## src/hdl/lcg64rr_pkg.sv

```systemverilog
// shared types and constants for the 64-bit lcg range random generator
// no dependencies; imported by every module of the block
package lcg64rr_pkg;

	localparam logic [63:0] LCG_MUL = 64'd6364136223846793005;
	localparam logic [63:0] LCG_INC = 64'd1442695040888963407;
	localparam int unsigned FRAC_SHIFT = 11;
	localparam int unsigned FRAC_W = 64 - FRAC_SHIFT;
	localparam int unsigned QUEUE_DEPTH = 2;
	localparam int unsigned QPTR_W = (QUEUE_DEPTH > 1) ? $clog2(QUEUE_DEPTH) : 1;
	localparam int unsigned QLVL_W = $clog2(QUEUE_DEPTH + 1);

	typedef enum logic [1:0] {
		OP_RAW   = 2'd0,
		OP_FRAC  = 2'd1,
		OP_RANGE = 2'd2,
		OP_NONE  = 2'd3
	} opcode_t;

	typedef enum logic [2:0] {
		KIND_ADVANCE,
		KIND_RANGE,
		KIND_EQUAL,
		KIND_INVALID,
		KIND_NOP
	} kind_t;

	typedef struct packed {
		kind_t       kind;
		logic [31:0] range_low;
		logic [31:0] span;
	} req_t;

	typedef struct packed {
		logic                push;
		logic                full;
		logic [QLVL_W-1:0]   level;
	} qstat_t;

endpackage

```

## src/hdl/lcg64_range_random_generator.sv

```systemverilog
// 64-bit lcg random generator with unit-fraction and range mapping
// request channel s_*, result channel m_*, seed write channel cfg_*
// every transfer happens on a rising clk edge with valid and ready both high
// cfg_data (64 bits) loads the seed; the generator state is reloaded at once
// only write the seed while no request is in flight
// s_tuser carries the opcode: 0 raw word, 1 unit fraction, 2 value in range,
// 3 no-op; s_tdata carries range_low and range_high as signed q16.16
// m_tdata carries raw_word, unit_fraction and range_value, m_tuser the invalid flag
// structure: a two-entry queue sits between the request side and the execution side
// the execution side owns one 32x32 multiplier and runs one request at a time;
// no-op, equal or reversed bounds go straight to the result, opcodes 0 and 1 run the
// state update, opcode 2 with a real span also scales (three state multiplies, two scaling ones)
// a stalled receiver holds the result register; the execution side holds one more result and up to two
// more requests are taken into the queue meanwhile, then s_tready drops
// reset clears the queue and output valid and sets the generator state to zero
module lcg64_range_random_generator import lcg64rr_pkg::*; (
	input  logic         clk,
	input  logic         arst_n,
	// seed write channel
	input  logic         cfg_valid,
	output logic         cfg_ready,
	input  logic [63:0]  cfg_data,      // seed_value [63:0]
	// request channel
	input  logic         s_tvalid,
	output logic         s_tready,
	input  logic [63:0]  s_tdata,       // range_low [31:0], range_high [63:32]
	input  logic [1:0]   s_tuser,       // opcode [1:0]
	// result channel
	output logic         m_tvalid,
	input  logic         m_tready,
	output logic [151:0] m_tdata,       // raw_word [63:0], unit_fraction [116:64],
	                                    // range_value [148:117], zero fill [151:149]
	output logic [0:0]   m_tuser        // invalid [0]
);

	logic        push;
	req_t        push_req;
	logic        pop;
	logic        head_valid;
	req_t        head_req;
	qstat_t      qstat;
	logic [63:0] out_raw;
	logic [31:0] out_range;
	logic        out_invalid;
	logic        back_busy;

	// the seed register is always writable
	assign cfg_ready = 1'b1;

	// request decode and classification
	lcg64rr_front u_front (
		.s_tvalid (s_tvalid),
		.s_tready (s_tready),
		.s_tdata  (s_tdata),
		.s_tuser  (s_tuser),
		.q_full   (qstat.full),
		.push     (push),
		.push_req (push_req)
	);

	// decouples the request side from the multiplier sequencer
	lcg64rr_queue u_queue (
		.clk        (clk),
		.arst_n     (arst_n),
		.push       (push),
		.push_req   (push_req),
		.pop        (pop),
		.head_valid (head_valid),
		.head_req   (head_req),
		.stat       (qstat)
	);

	// state update, range scaling and result register
	lcg64rr_back u_back (
		.clk         (clk),
		.arst_n      (arst_n),
		.cfg_load    (cfg_valid && cfg_ready),
		.cfg_seed    (cfg_data),
		.head_valid  (head_valid),
		.head_req    (head_req),
		.pop         (pop),
		.out_valid   (m_tvalid),
		.out_ready   (m_tready),
		.out_raw     (out_raw),
		.out_range   (out_range),
		.out_invalid (out_invalid),
		.busy        (back_busy)
	);

	// unit fraction is the top of the raw word
	assign m_tdata = {3'b000, out_range, out_raw[63:FRAC_SHIFT], out_raw};
	assign m_tuser = out_invalid;

`ifndef SYNTH
	// a reversed-bounds result never carries a value
	a_invalid_zero: assert property (@(posedge clk) disable iff (!arst_n)
		(m_tvalid && m_tuser[0]) |-> (m_tdata[148:117] == 32'd0))
		else $error("invalid result with nonzero range value");

	// fraction field always tracks the raw word
	a_frac_match: assert property (@(posedge clk) disable iff (!arst_n)
		m_tvalid |-> (m_tdata[116:64] == m_tdata[63:11]))
		else $error("unit fraction does not match raw word");

	// a taken request is held somewhere in the block the next cycle
	a_req_kept: assert property (@(posedge clk) disable iff (!arst_n)
		(s_tvalid && s_tready) |=> (qstat.level != '0 || back_busy))
		else $error("accepted request was lost");

	// the queue is never written while full
	a_no_overflow: assert property (@(posedge clk) disable iff (!arst_n)
		qstat.full |-> !qstat.push)
		else $error("queue pushed while full");
`endif

endmodule

```

## src/hdl/lcg64rr_front.sv

```systemverilog
// front end: takes requests and sorts them into work kinds
// depends on lcg64rr_pkg
module lcg64rr_front import lcg64rr_pkg::*; (
	input  logic        s_tvalid,
	output logic        s_tready,
	input  logic [63:0] s_tdata,  // range_low [31:0], range_high [63:32]
	input  logic [1:0]  s_tuser,  // opcode [1:0]
	input  logic        q_full,
	output logic        push,
	output req_t        push_req
);

	logic [31:0] low;
	logic [31:0] high;
	opcode_t     op;

	assign low  = s_tdata[31:0];
	assign high = s_tdata[63:32];
	assign op   = opcode_t'(s_tuser);

	assign s_tready = !q_full;
	assign push     = s_tvalid && !q_full;

	always_comb begin
		push_req.range_low = low;
		// difference fits 32 bits unsigned whenever low < high
		push_req.span = high - low;
		unique case (op)
			OP_RAW, OP_FRAC: push_req.kind = KIND_ADVANCE;
			OP_RANGE: begin
				priority if ($signed(low) > $signed(high)) push_req.kind = KIND_INVALID;
				else if (low == high) push_req.kind = KIND_EQUAL;
				else push_req.kind = KIND_RANGE;
			end
			default: push_req.kind = KIND_NOP;
		endcase
	end

endmodule

```

## src/hdl/lcg64rr_queue.sv

```systemverilog
// small fifo between front end and execution back end
// depends on lcg64rr_pkg
module lcg64rr_queue import lcg64rr_pkg::*; (
	input  logic   clk,
	input  logic   arst_n,
	input  logic   push,
	input  req_t   push_req,
	input  logic   pop,
	output logic   head_valid,
	output req_t   head_req,
	output qstat_t stat
);

	req_t              mem_q [QUEUE_DEPTH];
	logic [QPTR_W-1:0] wr_ptr_q;
	logic [QPTR_W-1:0] rd_ptr_q;
	logic [QLVL_W-1:0] level_q;
	logic              do_push;
	logic              do_pop;

	assign head_valid = (level_q != '0);
	assign head_req   = mem_q[rd_ptr_q];
	assign do_push    = push && (level_q != QLVL_W'(QUEUE_DEPTH));
	assign do_pop     = pop && head_valid;

	assign stat.push  = do_push;
	assign stat.full  = (level_q == QLVL_W'(QUEUE_DEPTH));
	assign stat.level = level_q;

	always_ff @(posedge clk) begin
		if (do_push) begin
			mem_q[wr_ptr_q] <= push_req;
		end
	end

	always_ff @(posedge clk or negedge arst_n) begin
		if (!arst_n) begin
			wr_ptr_q <= '0;
			rd_ptr_q <= '0;
			level_q  <= '0;
		end else begin
			if (do_push) begin
				wr_ptr_q <= (wr_ptr_q == QPTR_W'(QUEUE_DEPTH - 1)) ? '0 : wr_ptr_q + 1'b1;
			end
			if (do_pop) begin
				rd_ptr_q <= (rd_ptr_q == QPTR_W'(QUEUE_DEPTH - 1)) ? '0 : rd_ptr_q + 1'b1;
			end
			unique case ({do_push, do_pop})
				2'b10:   level_q <= level_q + 1'b1;
				2'b01:   level_q <= level_q - 1'b1;
				default: level_q <= level_q;
			endcase
		end
	end

endmodule

```

## src/hdl/lcg64rr_back.sv

```systemverilog
// back end: generator state, shared 32x32 multiplier sequencer, result register
// depends on lcg64rr_pkg
module lcg64rr_back import lcg64rr_pkg::*; (
	input  logic               clk,
	input  logic               arst_n,
	input  logic               cfg_load,
	input  logic [63:0]        cfg_seed,
	input  logic               head_valid,
	input  req_t               head_req,
	output logic               pop,
	output logic               out_valid,
	input  logic               out_ready,
	output logic [63:0]        out_raw,
	output logic [31:0]        out_range,
	output logic               out_invalid,
	output logic               busy
);

	typedef enum logic [3:0] {
		ST_IDLE,
		ST_MUL_LL,
		ST_MUL_HL,
		ST_MUL_LH,
		ST_UPDATE,
		ST_MUL_SL,
		ST_MUL_SH,
		ST_SCALE,
		ST_EMIT
	} st_t;

	st_t         st_q;
	req_t        item_q;
	logic [63:0] gen_q;
	logic [63:0] prod_q;
	logic [63:0] acc_q;
	logic [31:0] cross_q;
	logic [31:0] res_q;
	logic        inv_q;
	logic        out_valid_q;
	logic [63:0] raw_q;
	logic [31:0] range_q;
	logic        inval_q;
	logic [31:0] mul_a;
	logic [31:0] mul_b;
	logic [31:0] cross_sum;
	logic [53:0] scale_sum;

	assign pop         = (st_q == ST_IDLE) && head_valid;
	assign busy        = (st_q != ST_IDLE);
	assign out_valid   = out_valid_q;
	assign out_raw     = raw_q;
	assign out_range   = range_q;
	assign out_invalid = inval_q;

	assign cross_sum = cross_q + prod_q[31:0];
	// part_hi + (part_lo >> 32), offset is bits [52:21]
	assign scale_sum = prod_q[53:0] + {22'd0, acc_q[63:32]};

	always_comb begin
		unique case (st_q)
			ST_MUL_LL: begin
				mul_a = gen_q[31:0];
				mul_b = LCG_MUL[31:0];
			end
			ST_MUL_HL: begin
				mul_a = gen_q[63:32];
				mul_b = LCG_MUL[31:0];
			end
			ST_MUL_LH: begin
				mul_a = gen_q[31:0];
				mul_b = LCG_MUL[63:32];
			end
			ST_MUL_SL: begin
				mul_a = item_q.span;
				mul_b = gen_q[FRAC_SHIFT+31:FRAC_SHIFT];
			end
			ST_MUL_SH: begin
				mul_a = item_q.span;
				mul_b = {{(32-(FRAC_W-32)){1'b0}}, gen_q[63:FRAC_SHIFT+32]};
			end
			default: begin
				mul_a = '0;
				mul_b = '0;
			end
		endcase
	end

	always_ff @(posedge clk) begin
		prod_q <= mul_a * mul_b;
	end

	always_ff @(posedge clk or negedge arst_n) begin
		if (!arst_n) begin
			st_q        <= ST_IDLE;
			item_q      <= '0;
			gen_q       <= '0;
			acc_q       <= '0;
			cross_q     <= '0;
			res_q       <= '0;
			inv_q       <= 1'b0;
			out_valid_q <= 1'b0;
			raw_q       <= '0;
			range_q     <= '0;
			inval_q     <= 1'b0;
		end else begin
			// the emit state drives valid itself
			if (out_ready && st_q != ST_EMIT) begin
				out_valid_q <= 1'b0;
			end
			unique case (st_q)
				ST_IDLE: begin
					if (head_valid) begin
						item_q <= head_req;
						res_q  <= (head_req.kind == KIND_EQUAL) ? head_req.range_low : '0;
						inv_q  <= (head_req.kind == KIND_INVALID);
						if (head_req.kind == KIND_ADVANCE || head_req.kind == KIND_RANGE) begin
							st_q <= ST_MUL_LL;
						end else begin
							st_q <= ST_EMIT;
						end
					end
				end
				ST_MUL_LL: st_q <= ST_MUL_HL;
				ST_MUL_HL: begin
					acc_q <= prod_q;
					st_q  <= ST_MUL_LH;
				end
				ST_MUL_LH: begin
					cross_q <= prod_q[31:0];
					st_q    <= ST_UPDATE;
				end
				ST_UPDATE: begin
					gen_q <= acc_q + {cross_sum, 32'd0} + LCG_INC;
					st_q  <= (item_q.kind == KIND_RANGE) ? ST_MUL_SL : ST_EMIT;
				end
				ST_MUL_SL: st_q <= ST_MUL_SH;
				ST_MUL_SH: begin
					acc_q <= prod_q;
					st_q  <= ST_SCALE;
				end
				ST_SCALE: begin
					res_q <= item_q.range_low + scale_sum[52:21];
					st_q  <= ST_EMIT;
				end
				ST_EMIT: begin
					if (!out_valid_q || out_ready) begin
						out_valid_q <= 1'b1;
						raw_q       <= gen_q;
						range_q     <= res_q;
						inval_q     <= inv_q;
						st_q        <= ST_IDLE;
					end
				end
				default: st_q <= ST_IDLE;
			endcase
			// seed writes must only arrive while idle; the block itself does not enforce it
			if (cfg_load) begin
				gen_q <= cfg_seed;
			end
		end
	end

endmodule

```

## config.mk

```make
export PLATFORM = sky130hd
export DESIGN_NAME = lcg64_range_random_generator
export DESIGN_NICKNAME = d
export VERILOG_FILES = /design/src/hdl/lcg64rr_pkg.sv /design/src/hdl/lcg64_range_random_generator.sv /design/src/hdl/lcg64rr_front.sv /design/src/hdl/lcg64rr_queue.sv /design/src/hdl/lcg64rr_back.sv
export SDC_FILE = /design/constraint.sdc
export NUM_CORES = 2
export LEC_CHECK = 0
export ABC_AREA = 1
export BUFFER_PORTS_ARGS = -buffer_cell sky130_fd_sc_hd__buf_2
export CORE_MARGIN = 2
export CORE_UTILIZATION = 40
export DETAILED_ROUTE_END_ITERATION = 12
export PLACE_DENSITY_LB_ADDON = 0.05
export SKIP_LAST_GASP = 1
export SYNTH_ARGS = -nofsm -noshare
export SYNTH_HDL_FRONTEND = slang
export SYNTH_HIERARCHICAL = 1
export SYNTH_SLANG_ARGS = --single-unit
```

## constraint.sdc

```tcl
create_clock -name clk -period 9.15 [get_ports clk]
set_input_delay 0.4575 -clock clk [delete_from_list [all_inputs] [get_ports clk]]
set_output_delay 0.4575 -clock clk [all_outputs]
set_load 0.02 [all_outputs]
```

==> run metrics <==
outcome=complete, no violations; Max FO, Critical Path=19; Worst-Margin Slew=1.182 ns; fmax=112.8 MHz; required time of the worst setup path=9.76 ns; commonest non-fill, non-tap cell in the layout=nand2_1; Initial Utilization=40.15%; Detailed Route WL=289800 um; wire length per cell=25.09 um; Clock Tree Buf Depth=3; commonest non-fill, non-tap cells in the layout=nand2_1 (2149), inv_1 (1671), nor2_1 (1116); CTS tree=done; CP max stage delay=0.88 ns; final RePlAce weighted congestion=0.9734; slowest stage cell, crit path=inv_1; layout net count=10710; Final Cycle Share=96.88%; synthesized area=69640 um2; count of final max-slew check failures=0; FF-to-FF setup slack=0.29 ns; Worst-path clk slew=0.06 ns; finished layout cell area=76440 um2; row count=153; CP Launch Type=flip-flop; share of cells above drive strength 1=8.285%; root buffer cell=clkbuf_16; critical path arrival=9.48 ns; DP Area=73740 um2; RSZ-0062 raised after global routing=no; CTS H-tree lvls=3; core area=173400 um2; routed vias/inst=5.264; critical path's most frequent cell=fa_1; Setup Viol. Count Final=0; Clk Latency, worst-skew pair=0.72 ns; Total GRT Usage=32.62%; Clock Skews=0.05890 ns; First-pass DRT Iterations=6; HPWL Detailed=242400 um; DR vias=60800; Setup crit end kind=flip-flop; Hold Violations, Final=0; total CTS buffers=70; Layout area overhead=9.759%; antenna-violating nets left=0; vias in the first global route=61510; Max-slew headroom=21.19%; die area=177500 um2; # IOs=291; die span in y=421.3 um; Crit Path Category=reg2reg; Port Buffers=286; Die Width=421.3 um; min cycle time layout=8.865 ns; max cap viols=0; Mean Syn Cell Area=7.775 um2; largest net degree at the start of global routing=151; setup TNS=0 ns; drc violations=0; Hold Crit Class=in2reg; GRT overflow=0; first-pass GRT wire length=423700 um; warnings from Yosys=6; Post-Syn Instances=8957; detailed router's first-iteration violation count=5078; initial antenna violation count=10; clock sinks=564
sequential cells by signal, indices dropped and copies added, names as in the netlist:
name,cells
u_back/cross_q,32
u_back/out_invalid,1
u_back/item_q,67
u_back/out_raw,64
u_back/out_valid,1
u_queue/level_q,2
u_queue/mem_q,134
u_back/inv_q,1
u_queue/rd_ptr_q,1
u_back/acc_q,64
u_back/out_range,32
u_back/st_q,4
u_back/res_q,32
u_back/prod_q,64
u_queue/wr_ptr_q,1
u_back/gen_q,64
cell type report:
class	instances	area, um2
Sequential cell	564	14470
Inverter	1726	6486
Clock buffer	95	1967
Clock inverter	32	457.9
Multi-Input combinational cell	6307	46870
Timing Repair Buffer	497	3276
Tap cell	2325	2909
Fill cell	18060	97000
Antenna cell	4	10.01
layer usage:
metal | share of wire (%) | vias to the layer above | track usage [%] | wire length [um]
met4 | 4.0 | 6 | 11.13 | 11460
met2 | 46 | 2145 | 51.91 | 131900
met3 | 5.6 | 386 | 3.297 | 16360
li1 | - | 27770 | - | -
met5 | 0.014 | - | 0 | 40
met1 | 45 | 30500 | 46.36 | 130100
worst paths after layout:
check	from	end	cells past startpoint
setup / recovery	u_back/st_q[2]$_DFFE_PN0P_	u_back/prod_q[61]$_DFF_P_	30
hold / removal	s_tdata[5]	u_queue/mem_q[1][37]$_DFFE_PP_	1
setup reg to reg	u_back/st_q[2]$_DFFE_PN0P_	u_back/prod_q[61]$_DFF_P_	30
hold reg to reg	u_back/prod_q[59]$_DFF_P_	u_back/acc_q[59]$_DFFE_PN0P_	2
max in group asynchronous	arst_n	u_back/out_raw[12]$_DFFE_PN0P_	3
min in group asynchronous	arst_n	u_back/cross_q[21]$_DFFE_PN0N_	2
stage by stage:
step | util, % | setup slack, ns | hold WS, ns | cells
global placement | 42.51 | 0.2800 | 0.4245 | 11390
floorplan | - | 2.011 | 0.1619 | 8959
finish | 44.07 | 0.2854 | 0.04564 | 11550
global route | 44.07 | 0.005808 | 0.01598 | 11550
detailed placement | 42.51 | 0.2464 | 0.4258 | 11390
CTS | 44.06 | 0.2158 | 0.009751 | 11550
worst max-delay path, delay by kind of cell, from the launching register on:
| family | cells | cell delay, ns |
|---|---|---|
| flip-flops | 1 | 0.43 |
| AO/OA/AOI/OAI | 1 | 0.19 |
| adder cells (fa/ha/maj) | 9 | 4.42 |
| AND/OR/NAND/NOR | 11 | 1.87 |
| XOR/XNOR | 1 | 0.15 |
| buffers and inverters | 8 | 1.67 |
repair_timing:
item | in CTS | in global routing
endpoints found under the hold margin | 129 | 0
hold buffers | 25 | 0
endpoints found under the setup margin | 0 | 4
gates resized for setup | 0 | 3
buffers inserted | 0 | 0
Power is not shown: default switching activity piles up to over one toggle a cycle in this logic, so the estimate is an artifact.
